**config.mk**
```make
export PLATFORM = sky130hd
export DESIGN_NAME = stack_expression_evaluator_core
export DESIGN_NICKNAME = d
export VERILOG_FILES = /design/src/design/see_pkg.sv /design/src/design/see_divider.sv /design/src/design/see_datapath.sv /design/src/design/see_controller.sv /design/src/design/stack_expression_evaluator_core.sv
export SDC_FILE = /design/constraint.sdc
export NUM_CORES = 2
export LEC_CHECK = 0
export BUFFER_PORTS_ARGS = -buffer_cell sky130_fd_sc_hd__buf_2
export CAP_MARGIN = 30
export CORE_UTILIZATION = 40
export DETAILED_ROUTE_END_ITERATION = 10
export PLACE_DENSITY = 0.52
export SYNTH_ARGS = -nofsm -noshare
export SYNTH_HDL_FRONTEND = slang
export SYNTH_SLANG_ARGS = --single-unit
```
**constraint.sdc**
```tcl
create_clock -name aclk -period 16.2 [get_ports aclk]
set_input_delay 4.86 -clock aclk [delete_from_list [all_inputs] [get_ports aclk]]
set_output_delay 4.86 -clock aclk [all_outputs]
set_load 0.005 [all_outputs]
```
**src/design/see_pkg.sv**
```systemverilog
// ----------------------------------------------------------------------------
// see_pkg
// Shared types, codes and character helpers for the stack expression
// evaluator.
// ----------------------------------------------------------------------------
package see_pkg;

    localparam int VALUE_W = 32;

    // ASCII codes of the characters the evaluator understands.
    localparam logic [7:0] CH_ZERO  = 8'h30;
    localparam logic [7:0] CH_NINE  = 8'h39;
    localparam logic [7:0] CH_PLUS  = 8'h2B;
    localparam logic [7:0] CH_MINUS = 8'h2D;
    localparam logic [7:0] CH_STAR  = 8'h2A;
    localparam logic [7:0] CH_SLASH = 8'h2F;

    localparam logic [VALUE_W-1:0] VALUE_NONE = '1;

    // Operator codes.
    localparam logic [1:0] OP_ADD = 2'd0;
    localparam logic [1:0] OP_SUB = 2'd1;
    localparam logic [1:0] OP_MUL = 2'd2;
    localparam logic [1:0] OP_DIV = 2'd3;

    // Status codes, also used for the latched error code.
    localparam logic [1:0] ST_OK       = 2'd0;
    localparam logic [1:0] ST_INVALID  = 2'd1;
    localparam logic [1:0] ST_DIV_ZERO = 2'd2;
    localparam logic [1:0] ST_OVERFLOW = 2'd3;

    // Character classes.
    localparam logic [1:0] CLS_DIGIT = 2'd0;
    localparam logic [1:0] CLS_OP    = 2'd1;
    localparam logic [1:0] CLS_BAD   = 2'd2;

    typedef struct packed {
        logic       push_digit;
        logic       push_res;
        logic       pop;
        logic       cap_first;
        logic       cap_second;
        logic       exec;
        logic       set_invalid;
        logic       out_load;
        logic       op_load;
    } see_cmd_t;

    typedef struct packed {
        logic [1:0] err_code;
        logic [1:0] op;
        logic       div_zero;
        logic       div_done;
    } see_status_t;

    function automatic logic [1:0] char_class(input logic [7:0] ch);
        logic [1:0] cls;
        if (ch >= CH_ZERO && ch <= CH_NINE) begin
            cls = CLS_DIGIT;
        end else if (ch == CH_PLUS || ch == CH_MINUS || ch == CH_STAR || ch == CH_SLASH) begin
            cls = CLS_OP;
        end else begin
            cls = CLS_BAD;
        end
        return cls;
    endfunction

    function automatic logic [1:0] char_op(input logic [7:0] ch);
        logic [1:0] op;
        case (ch)
            CH_PLUS:  op = OP_ADD;
            CH_MINUS: op = OP_SUB;
            CH_STAR:  op = OP_MUL;
            default:  op = OP_DIV;
        endcase
        return op;
    endfunction

endpackage

```
**src/design/see_divider.sv**
```systemverilog
// ----------------------------------------------------------------------------
// see_divider
// Signed 32-bit divider, truncating toward zero, one quotient bit per cycle.
// ----------------------------------------------------------------------------
module see_divider (
    input  logic        aclk,
    input  logic        aresetn,
    input  logic        start,
    input  logic [31:0] dividend,
    input  logic [31:0] divisor,
    output logic        done,
    output logic [31:0] quotient
);
    logic        busy_reg;
    logic        done_reg;
    logic [4:0]  cnt_reg;
    logic [31:0] rem_reg;
    logic [31:0] quo_reg;
    logic [31:0] dvs_reg;
    logic        neg_reg;
    logic [32:0] shifted;
    logic [32:0] diff;

    assign shifted = {rem_reg, quo_reg[31]};
    assign diff    = shifted - {1'b0, dvs_reg};

    always_ff @(posedge aclk) begin
        if (!aresetn) begin
            busy_reg <= 1'b0;
            done_reg <= 1'b0;
            cnt_reg  <= '0;
        end else begin
            done_reg <= 1'b0;
            if (start) begin
                busy_reg <= 1'b1;
                cnt_reg  <= 5'd31;
            end else if (busy_reg) begin
                cnt_reg <= cnt_reg - 5'd1;
                if (cnt_reg == 5'd0) begin
                    busy_reg <= 1'b0;
                    done_reg <= 1'b1;
                end
            end
        end
    end

    // Restoring division on magnitudes; the sign is applied at the output.
    always_ff @(posedge aclk) begin
        if (start) begin
            quo_reg <= dividend[31] ? (32'd0 - dividend) : dividend;
            dvs_reg <= divisor[31] ? (32'd0 - divisor) : divisor;
            rem_reg <= '0;
            neg_reg <= dividend[31] ^ divisor[31];
        end else if (busy_reg) begin
            if (!diff[32]) begin
                rem_reg <= diff[31:0];
                quo_reg <= {quo_reg[30:0], 1'b1};
            end else begin
                rem_reg <= shifted[31:0];
                quo_reg <= {quo_reg[30:0], 1'b0};
            end
        end
    end

    assign done     = done_reg;
    assign quotient = neg_reg ? (32'd0 - quo_reg) : quo_reg;

endmodule

```
**src/design/see_datapath.sv**
```systemverilog
// ----------------------------------------------------------------------------
// see_datapath
// Operand stack memory, stack pointer, error code, ALU, divider and the
// result payload register.
// ----------------------------------------------------------------------------
module see_datapath #(
    parameter int STACK_DEPTH = 64
) (
    input  logic                  aclk,
    input  logic                  aresetn,
    input  see_pkg::see_cmd_t     cmd,
    output see_pkg::see_status_t  status,
    input  logic [7:0]            s_ch,
    input  logic                  cfg_valid,
    input  logic                  cfg_data,
    output logic [31:0]           m_value,
    output logic [1:0]            m_status
);
    import see_pkg::*;

    localparam int SP_W   = $clog2(STACK_DEPTH + 1);
    localparam int ADDR_W = (STACK_DEPTH > 1) ? $clog2(STACK_DEPTH) : 1;

    logic [VALUE_W-1:0] mem [STACK_DEPTH];

    logic [SP_W-1:0]    sp_reg, sp_next;
    logic [1:0]         err_reg, err_next;
    logic               mode_reg;
    logic [1:0]         op_reg;
    logic [VALUE_W-1:0] rdata_reg;
    logic               empty_reg;
    logic [VALUE_W-1:0] first_reg;
    logic [VALUE_W-1:0] second_reg;
    logic [VALUE_W-1:0] res_reg;
    logic [VALUE_W-1:0] value_reg;
    logic [1:0]         stat_reg;

    logic               full;
    logic               wen;
    logic [VALUE_W-1:0] wdata;
    logic [SP_W-1:0]    sp_m1;
    logic [VALUE_W-1:0] popped;
    logic [VALUE_W-1:0] left, right;
    logic               div_done;
    logic [VALUE_W-1:0] div_quot;
    logic               div_start;

    assign full   = (sp_reg >= SP_W'(STACK_DEPTH));
    assign sp_m1  = sp_reg - SP_W'(1);
    assign popped = empty_reg ? VALUE_NONE : rdata_reg;
    assign left   = mode_reg ? first_reg : second_reg;
    assign right  = mode_reg ? second_reg : first_reg;
    assign wen    = (cmd.push_digit || cmd.push_res) && !full;
    assign wdata  = cmd.push_digit ? VALUE_W'(s_ch - CH_ZERO) : res_reg;
    assign div_start = cmd.exec && (op_reg == OP_DIV) && (right != '0);

    always_comb begin
        sp_next  = sp_reg;
        err_next = err_reg;
        if (cmd.push_digit || cmd.push_res) begin
            if (!full) begin
                sp_next = sp_reg + SP_W'(1);
            end else if (err_reg == ST_OK) begin
                err_next = ST_OVERFLOW;
            end
        end
        if (cmd.pop && sp_reg != '0) begin
            sp_next = sp_m1;
        end
        if (cmd.set_invalid) begin
            err_next = ST_INVALID;
        end
        if (cmd.exec && op_reg == OP_DIV && right == '0 && err_reg == ST_OK) begin
            err_next = ST_DIV_ZERO;
        end
        if (cmd.out_load) begin
            sp_next  = '0;
            err_next = ST_OK;
        end
    end

    always_ff @(posedge aclk) begin
        if (!aresetn) begin
            sp_reg   <= '0;
            err_reg  <= ST_OK;
            mode_reg <= 1'b0;
        end else begin
            sp_reg  <= sp_next;
            err_reg <= err_next;
            if (cfg_valid) begin
                mode_reg <= cfg_data;
            end
        end
    end

    // Stack memory: one write port at the pointer, one registered read port
    // at the entry below it.
    always_ff @(posedge aclk) begin
        if (wen) begin
            mem[sp_reg[ADDR_W-1:0]] <= wdata;
        end
        if (cmd.pop) begin
            rdata_reg <= mem[sp_m1[ADDR_W-1:0]];
        end
    end

    always_ff @(posedge aclk) begin
        if (cmd.pop) begin
            empty_reg <= (sp_reg == '0);
        end
        if (cmd.op_load) begin
            op_reg <= char_op(s_ch);
        end
        if (cmd.cap_first) begin
            first_reg <= popped;
        end
        if (cmd.cap_second) begin
            second_reg <= popped;
        end
        if (cmd.exec) begin
            case (op_reg)
                OP_ADD:  res_reg <= left + right;
                OP_SUB:  res_reg <= left - right;
                OP_MUL:  res_reg <= left * right;
                default: res_reg <= VALUE_NONE;
            endcase
        end else if (div_done) begin
            res_reg <= div_quot;
        end
        if (cmd.out_load) begin
            value_reg <= (err_reg == ST_INVALID) ? VALUE_NONE : popped;
            stat_reg  <= err_reg;
        end
    end

    see_divider u_div (
        .aclk     (aclk),
        .aresetn  (aresetn),
        .start    (div_start),
        .dividend (left),
        .divisor  (right),
        .done     (div_done),
        .quotient (div_quot)
    );

    assign status.err_code = err_reg;
    assign status.op       = op_reg;
    assign status.div_zero = (right == '0);
    assign status.div_done = div_done;

    assign m_value  = value_reg;
    assign m_status = stat_reg;

endmodule

```
**src/design/see_controller.sv**
```systemverilog
// ----------------------------------------------------------------------------
// see_controller
// Sequencer that steps each item through pops, execution, push and output.
// ----------------------------------------------------------------------------
module see_controller (
    input  logic                 aclk,
    input  logic                 aresetn,
    input  logic                 s_valid,
    output logic                 s_ready,
    input  logic                 s_kind,
    input  logic [7:0]           s_ch,
    output logic                 m_valid,
    input  logic                 m_ready,
    output see_pkg::see_cmd_t    cmd,
    input  see_pkg::see_status_t status
);
    import see_pkg::*;

    localparam logic [3:0] S_IDLE   = 4'd0;
    localparam logic [3:0] S_POP1   = 4'd1;
    localparam logic [3:0] S_POP2   = 4'd2;
    localparam logic [3:0] S_CAP2   = 4'd3;
    localparam logic [3:0] S_EXEC   = 4'd4;
    localparam logic [3:0] S_DIVW   = 4'd5;
    localparam logic [3:0] S_PUSH   = 4'd6;
    localparam logic [3:0] S_ENDRD  = 4'd7;
    localparam logic [3:0] S_ENDOUT = 4'd8;

    logic [3:0] state_reg, state_next;
    logic       mvalid_reg, mvalid_next;
    logic       accept;
    logic [1:0] cls;

    assign s_ready = (state_reg == S_IDLE);
    assign accept  = s_valid && s_ready;
    assign cls     = char_class(s_ch);

    always_comb begin
        state_next  = state_reg;
        mvalid_next = mvalid_reg && !m_ready;
        cmd         = '0;
        case (state_reg)
            S_IDLE: begin
                if (accept) begin
                    if (s_kind) begin
                        state_next = S_ENDRD;
                    end else if (status.err_code != ST_INVALID) begin
                        case (cls)
                            CLS_DIGIT: cmd.push_digit = 1'b1;
                            CLS_OP: begin
                                cmd.op_load = 1'b1;
                                state_next  = S_POP1;
                            end
                            default: cmd.set_invalid = 1'b1;
                        endcase
                    end
                end
            end
            S_POP1: begin
                cmd.pop    = 1'b1;
                state_next = S_POP2;
            end
            S_POP2: begin
                cmd.cap_first = 1'b1;
                cmd.pop       = 1'b1;
                state_next    = S_CAP2;
            end
            S_CAP2: begin
                cmd.cap_second = 1'b1;
                state_next     = S_EXEC;
            end
            S_EXEC: begin
                cmd.exec = 1'b1;
                if (status.op == OP_DIV && !status.div_zero) begin
                    state_next = S_DIVW;
                end else begin
                    state_next = S_PUSH;
                end
            end
            S_DIVW: begin
                if (status.div_done) begin
                    state_next = S_PUSH;
                end
            end
            S_PUSH: begin
                cmd.push_res = 1'b1;
                state_next   = S_IDLE;
            end
            S_ENDRD: begin
                cmd.pop    = 1'b1;
                state_next = S_ENDOUT;
            end
            S_ENDOUT: begin
                if (!mvalid_reg || m_ready) begin
                    cmd.out_load = 1'b1;
                    mvalid_next  = 1'b1;
                    state_next   = S_IDLE;
                end
            end
            default: state_next = S_IDLE;
        endcase
    end

    always_ff @(posedge aclk) begin
        if (!aresetn) begin
            state_reg  <= S_IDLE;
            mvalid_reg <= 1'b0;
        end else begin
            state_reg  <= state_next;
            mvalid_reg <= mvalid_next;
        end
    end

    assign m_valid = mvalid_reg;

    a_load_when_free: assert property (@(posedge aclk) disable iff (!aresetn)
        cmd.out_load |-> (!mvalid_reg || m_ready))
        else $error("result loaded over an untaken result");

    a_end_goes_to_read: assert property (@(posedge aclk) disable iff (!aresetn)
        (accept && s_kind) |=> (state_reg == S_ENDRD))
        else $error("end item did not start the final pop");

    a_div_wait_holds: assert property (@(posedge aclk) disable iff (!aresetn)
        (state_reg == S_DIVW && !status.div_done) |=> (state_reg == S_DIVW))
        else $error("left divide wait before the quotient was ready");

    a_result_after_end: assert property (@(posedge aclk) disable iff (!aresetn)
        cmd.out_load |=> mvalid_reg)
        else $error("loaded result not presented");

endmodule

```
**src/design/stack_expression_evaluator_core.sv**
```systemverilog
// ----------------------------------------------------------------------------
// stack_expression_evaluator_core
// Single-digit integer expression evaluator on an operand stack, postfix or
// prefix order.
// ----------------------------------------------------------------------------
// One item is taken at a time. A digit, an ignored character or an invalid
// character is handled as it is accepted. An operator steps through two pops
// through the registered stack memory read port, execute and push; a division
// also waits for the divider, which retires one quotient bit per cycle, and a
// division by zero skips the divider. An end item does a final pop and
// produces one result, which waits in an output register while the next item
// is accepted; a second end item waits until the earlier result has been
// taken. The stack memory needs no clearing pass: only entries below the
// stack pointer are ever used.
module stack_expression_evaluator_core #(
    parameter int STACK_DEPTH = 64
) (
    input  logic        aclk,
    input  logic        aresetn,
    // Input items.
    input  logic        s_valid,
    output logic        s_ready,
    input  logic        s_kind,
    input  logic [7:0]  s_ch,
    // Result items.
    output logic        m_valid,
    input  logic        m_ready,
    output logic [31:0] m_value,
    output logic [1:0]  m_status,
    // Order mode register write: 0 postfix, 1 prefix.
    input  logic        cfg_valid,
    output logic        cfg_ready,
    input  logic        cfg_data
);
    import see_pkg::*;

    see_cmd_t    cmd;
    see_status_t status;

    // The mode register takes a write in any cycle.
    assign cfg_ready = 1'b1;

    // The controller sequences each item; it never touches data itself.
    see_controller u_ctrl (
        .aclk    (aclk),
        .aresetn (aresetn),
        .s_valid (s_valid),
        .s_ready (s_ready),
        .s_kind  (s_kind),
        .s_ch    (s_ch),
        .m_valid (m_valid),
        .m_ready (m_ready),
        .cmd     (cmd),
        .status  (status)
    );

    // The datapath holds the stack, the error code, the arithmetic units and
    // the result payload.
    see_datapath #(
        .STACK_DEPTH (STACK_DEPTH)
    ) u_dp (
        .aclk      (aclk),
        .aresetn   (aresetn),
        .cmd       (cmd),
        .status    (status),
        .s_ch      (s_ch),
        .cfg_valid (cfg_valid),
        .cfg_data  (cfg_data),
        .m_value   (m_value),
        .m_status  (m_status)
    );

endmodule

```
==> qor.txt <==
Outcome -> finished, final reports clean
IO Pins -> 52
Worst Hold Depth -> 2
Yosys top cell by area -> edfxtp_1
Worst skew pair latency -> 0.92 ns
Ys async rst share -> 0%
Setup fix buffers added after clock tree synthesis -> 0
Worst EP required -> 16.75 ns
Number of global-route vias before repair -> 61302
CP Launch Type -> register
Synth top area share -> 61.66%
CTS root buf -> clkbuf_16
Post-Layout Cell Count -> 10610
Critical Path AT -> 10.19 ns
Unique cell type count in the Yosys netlist -> 98
Initial antenna violation count -> 14
Initial DRC count -> 5509
R2R Setup Slk -> 6.56 ns
Syn_area_per_cell -> 17.02 um2
Synth top cells by count -> 2278 x edfxtp_1, 672 x mux4_2, 515 x nor2_1, 452 x inv_1, 410 x fa_1
Ys flop type -> edfxtp_1
Htree depth -> 4
Cell Area, Synth -> 110900 um2
Initial DRT Pass Iterations -> 6
Die Area -> 279500 um2
Post-Syn Nets -> 7142
Share of layout cells above drive strength 1 -> 22.16%
Final-report setup violation count -> 0
Yosys warning count -> 0
Cell depth of the worst flop-to-flop path -> 24
Max-cap violations -> 0
Slew margin rel. -> 28.81%
DR vias/cell -> 5.598
Initial Utilization -> 40.37%
Fin Clk Skew -> 0.1154 ns
RSZ-0062 raised after global routing -> no
Hold crit path type -> reg2reg
Filler instances -> 23888
# clock sinks -> 2332
Hold buffer count at CTS -> 0
Die extent in x -> 528.7 um
Vert. Die Dim -> 528.7 um
Total CTS buffers -> 238
Fmax -> 103.7 MHz
Wirelength per Cell -> 29.86 um
Most frequent cell after synthesis -> edfxtp_1
Reg clk slew, reported paths -> 0.06 ns
Total negative slack -> 0 ns
Nets -> 7338
RD Place Congestion -> 0.9229
Largest register FFs -> 2048
Worst Max-Slew Pin Slew -> 1.060 ns
CTS tree -> yes
Seq/Total Area, Yosys -> 62.63%
Post-place instance area -> 117100 um2
Post-synth EDFFs -> 2278
CTS resizes -> 0
Post-route ant nets -> 0
Fin. Hold Viols -> 0
GRT Util Overall -> 22.81%
DP HPWL -> 203.3 mm
Pre-CTS setup slack -> 6.600 ns
First-pass GRT wire length -> 454.7 mm
I/O Buffers -> 50
Synth top area cells -> edfxtp_1 62%, mux4_2 14%, fa_1 7.4%, ha_1 2.2%, nor2_1 1.7%
Via Count -> 59396
Core Box Area -> 274800 um2
Fin worst setup slack -> 6.560 ns
Worst-case clock buffer depth -> 3
Largest net degree at the start of global routing -> 134
Layout area overhead -> 12.76%
# DRC -> 0
Max Slew Vio Count -> 0
Final Critical Period -> 9.640 ns
Flops & latches, synth -> 2332
Final WL -> 316.8 mm
Post-layout instance area -> 125100 um2
Crit. End Element -> register
Grt ovf -> 0
Floorplan row count -> 192
Synth Instances -> 6520
Fin crit share -> 59.51%
Critical path peak fanout -> 39
Dpl cells -> 10155
Worst setup path class -> reg2reg
[layout make-up]
type,count,area (um2),share of cell area [%]
Clock inverter,158,1694,1.354
Inverter,474,1779,1.422
Tap cell,3686,4612,3.686
Clock buffer,285,6132,4.901
Multi-Input combinational cell,3408,39160,31.30
Antenna cell,5,12.51,0.01000
Timing Repair Buffer,262,2221,1.775
Sequential cell,2332,69500,55.55
[metal layers]
metal  GRT usage, %  vias up  routed length, um
met5              0        -                 13
met4          7.179        2              10440
met3          2.724      424              14880
met2          37.57     1710             154600
met1          31.59    32075             136800
li1               -    25185                  -
[logic make-up (layout without fill, tap and decap cells)]
kind of cell             after synthesis  count (layout)  synth area share, %
multiplexers                         785             785                14.76
AO/OA/AOI/OAI                        533             533                3.150
other                                  1               6             0.003380
flip-flops                          2332            2332                62.63
AND/OR/NAND/NOR                     1213            1213                4.960
XOR/XNOR                             269             269                2.136
adder cells (fa/ha/maj)              607             607                9.620
buffers and inverters                780            1179                2.740
[worst max-delay path, cell delays in order (launching register included)]
cell       delay (ns)
dfxtp_4          0.70
buf_4            0.74
mux2i_2          0.83
buf_4            0.37
nor2_1           0.09
fa_1             0.54
inv_1            0.05
fa_1             0.51
fa_1             0.45
fa_1             0.54
inv_1            0.04
ha_1             0.27
ha_1             0.29
fa_1             0.50
fa_1             0.42
ha_1             0.36
a21oi_1          0.25
o21ai_0          0.12
a31o_2           0.26
a211oi_1         0.49
o21bai_1         0.17
a2111oi_0        0.71
nor2_1           0.15
xnor2_1          0.32
a221oi_1         0.15
[cell usage in the layout, fill, tap and decap left out, types with 43 or more instances in the layout]
cell type	instances
ha_1	196
buf_2	51
o21ai_0	131
nor2_4	65
xnor2_1	194
nand2_1	338
inv_1	451
xor2_1	70
clkinv_2	50
dfxtp_1	51
mux2i_1	52
buf_4	180
nor3_1	43
nand2b_1	76
or2_2	48
mux4_2	672
clkinv_1	61
clkbuf_16	238
edfxtp_1	2278
fa_1	410
clkbuf_1	47
a21oi_1	112
nor2_1	449
[final timing paths]
check                                                         start                             endpoint
worst max-delay path                     u_dp.mode_reg$_SDFFE_PN0P_           u_dp.res_reg[22]$_DFFE_PP_
worst min-delay path            u_dp.u_div.rem_reg[11]$_SDFFE_PP0P_  u_dp.u_div.rem_reg[11]$_SDFFE_PP0P_
worst max register to register           u_dp.mode_reg$_SDFFE_PN0P_           u_dp.res_reg[22]$_DFFE_PP_
worst min register to register  u_dp.u_div.rem_reg[11]$_SDFFE_PP0P_  u_dp.u_div.rem_reg[11]$_SDFFE_PP0P_
[per-stage QoR]
step	utilization [%]	hold WS [ns]
finish	45.52	0.4915
global route	45.52	0.5068
CTS	45.47	0.4901
detailed placement	42.63	0.4791
global placement	42.49	0.4804
floorplan	-	0.4549
Power is not shown: default switching activity piles up to over one toggle a cycle in this logic, so the estimate is an artifact.
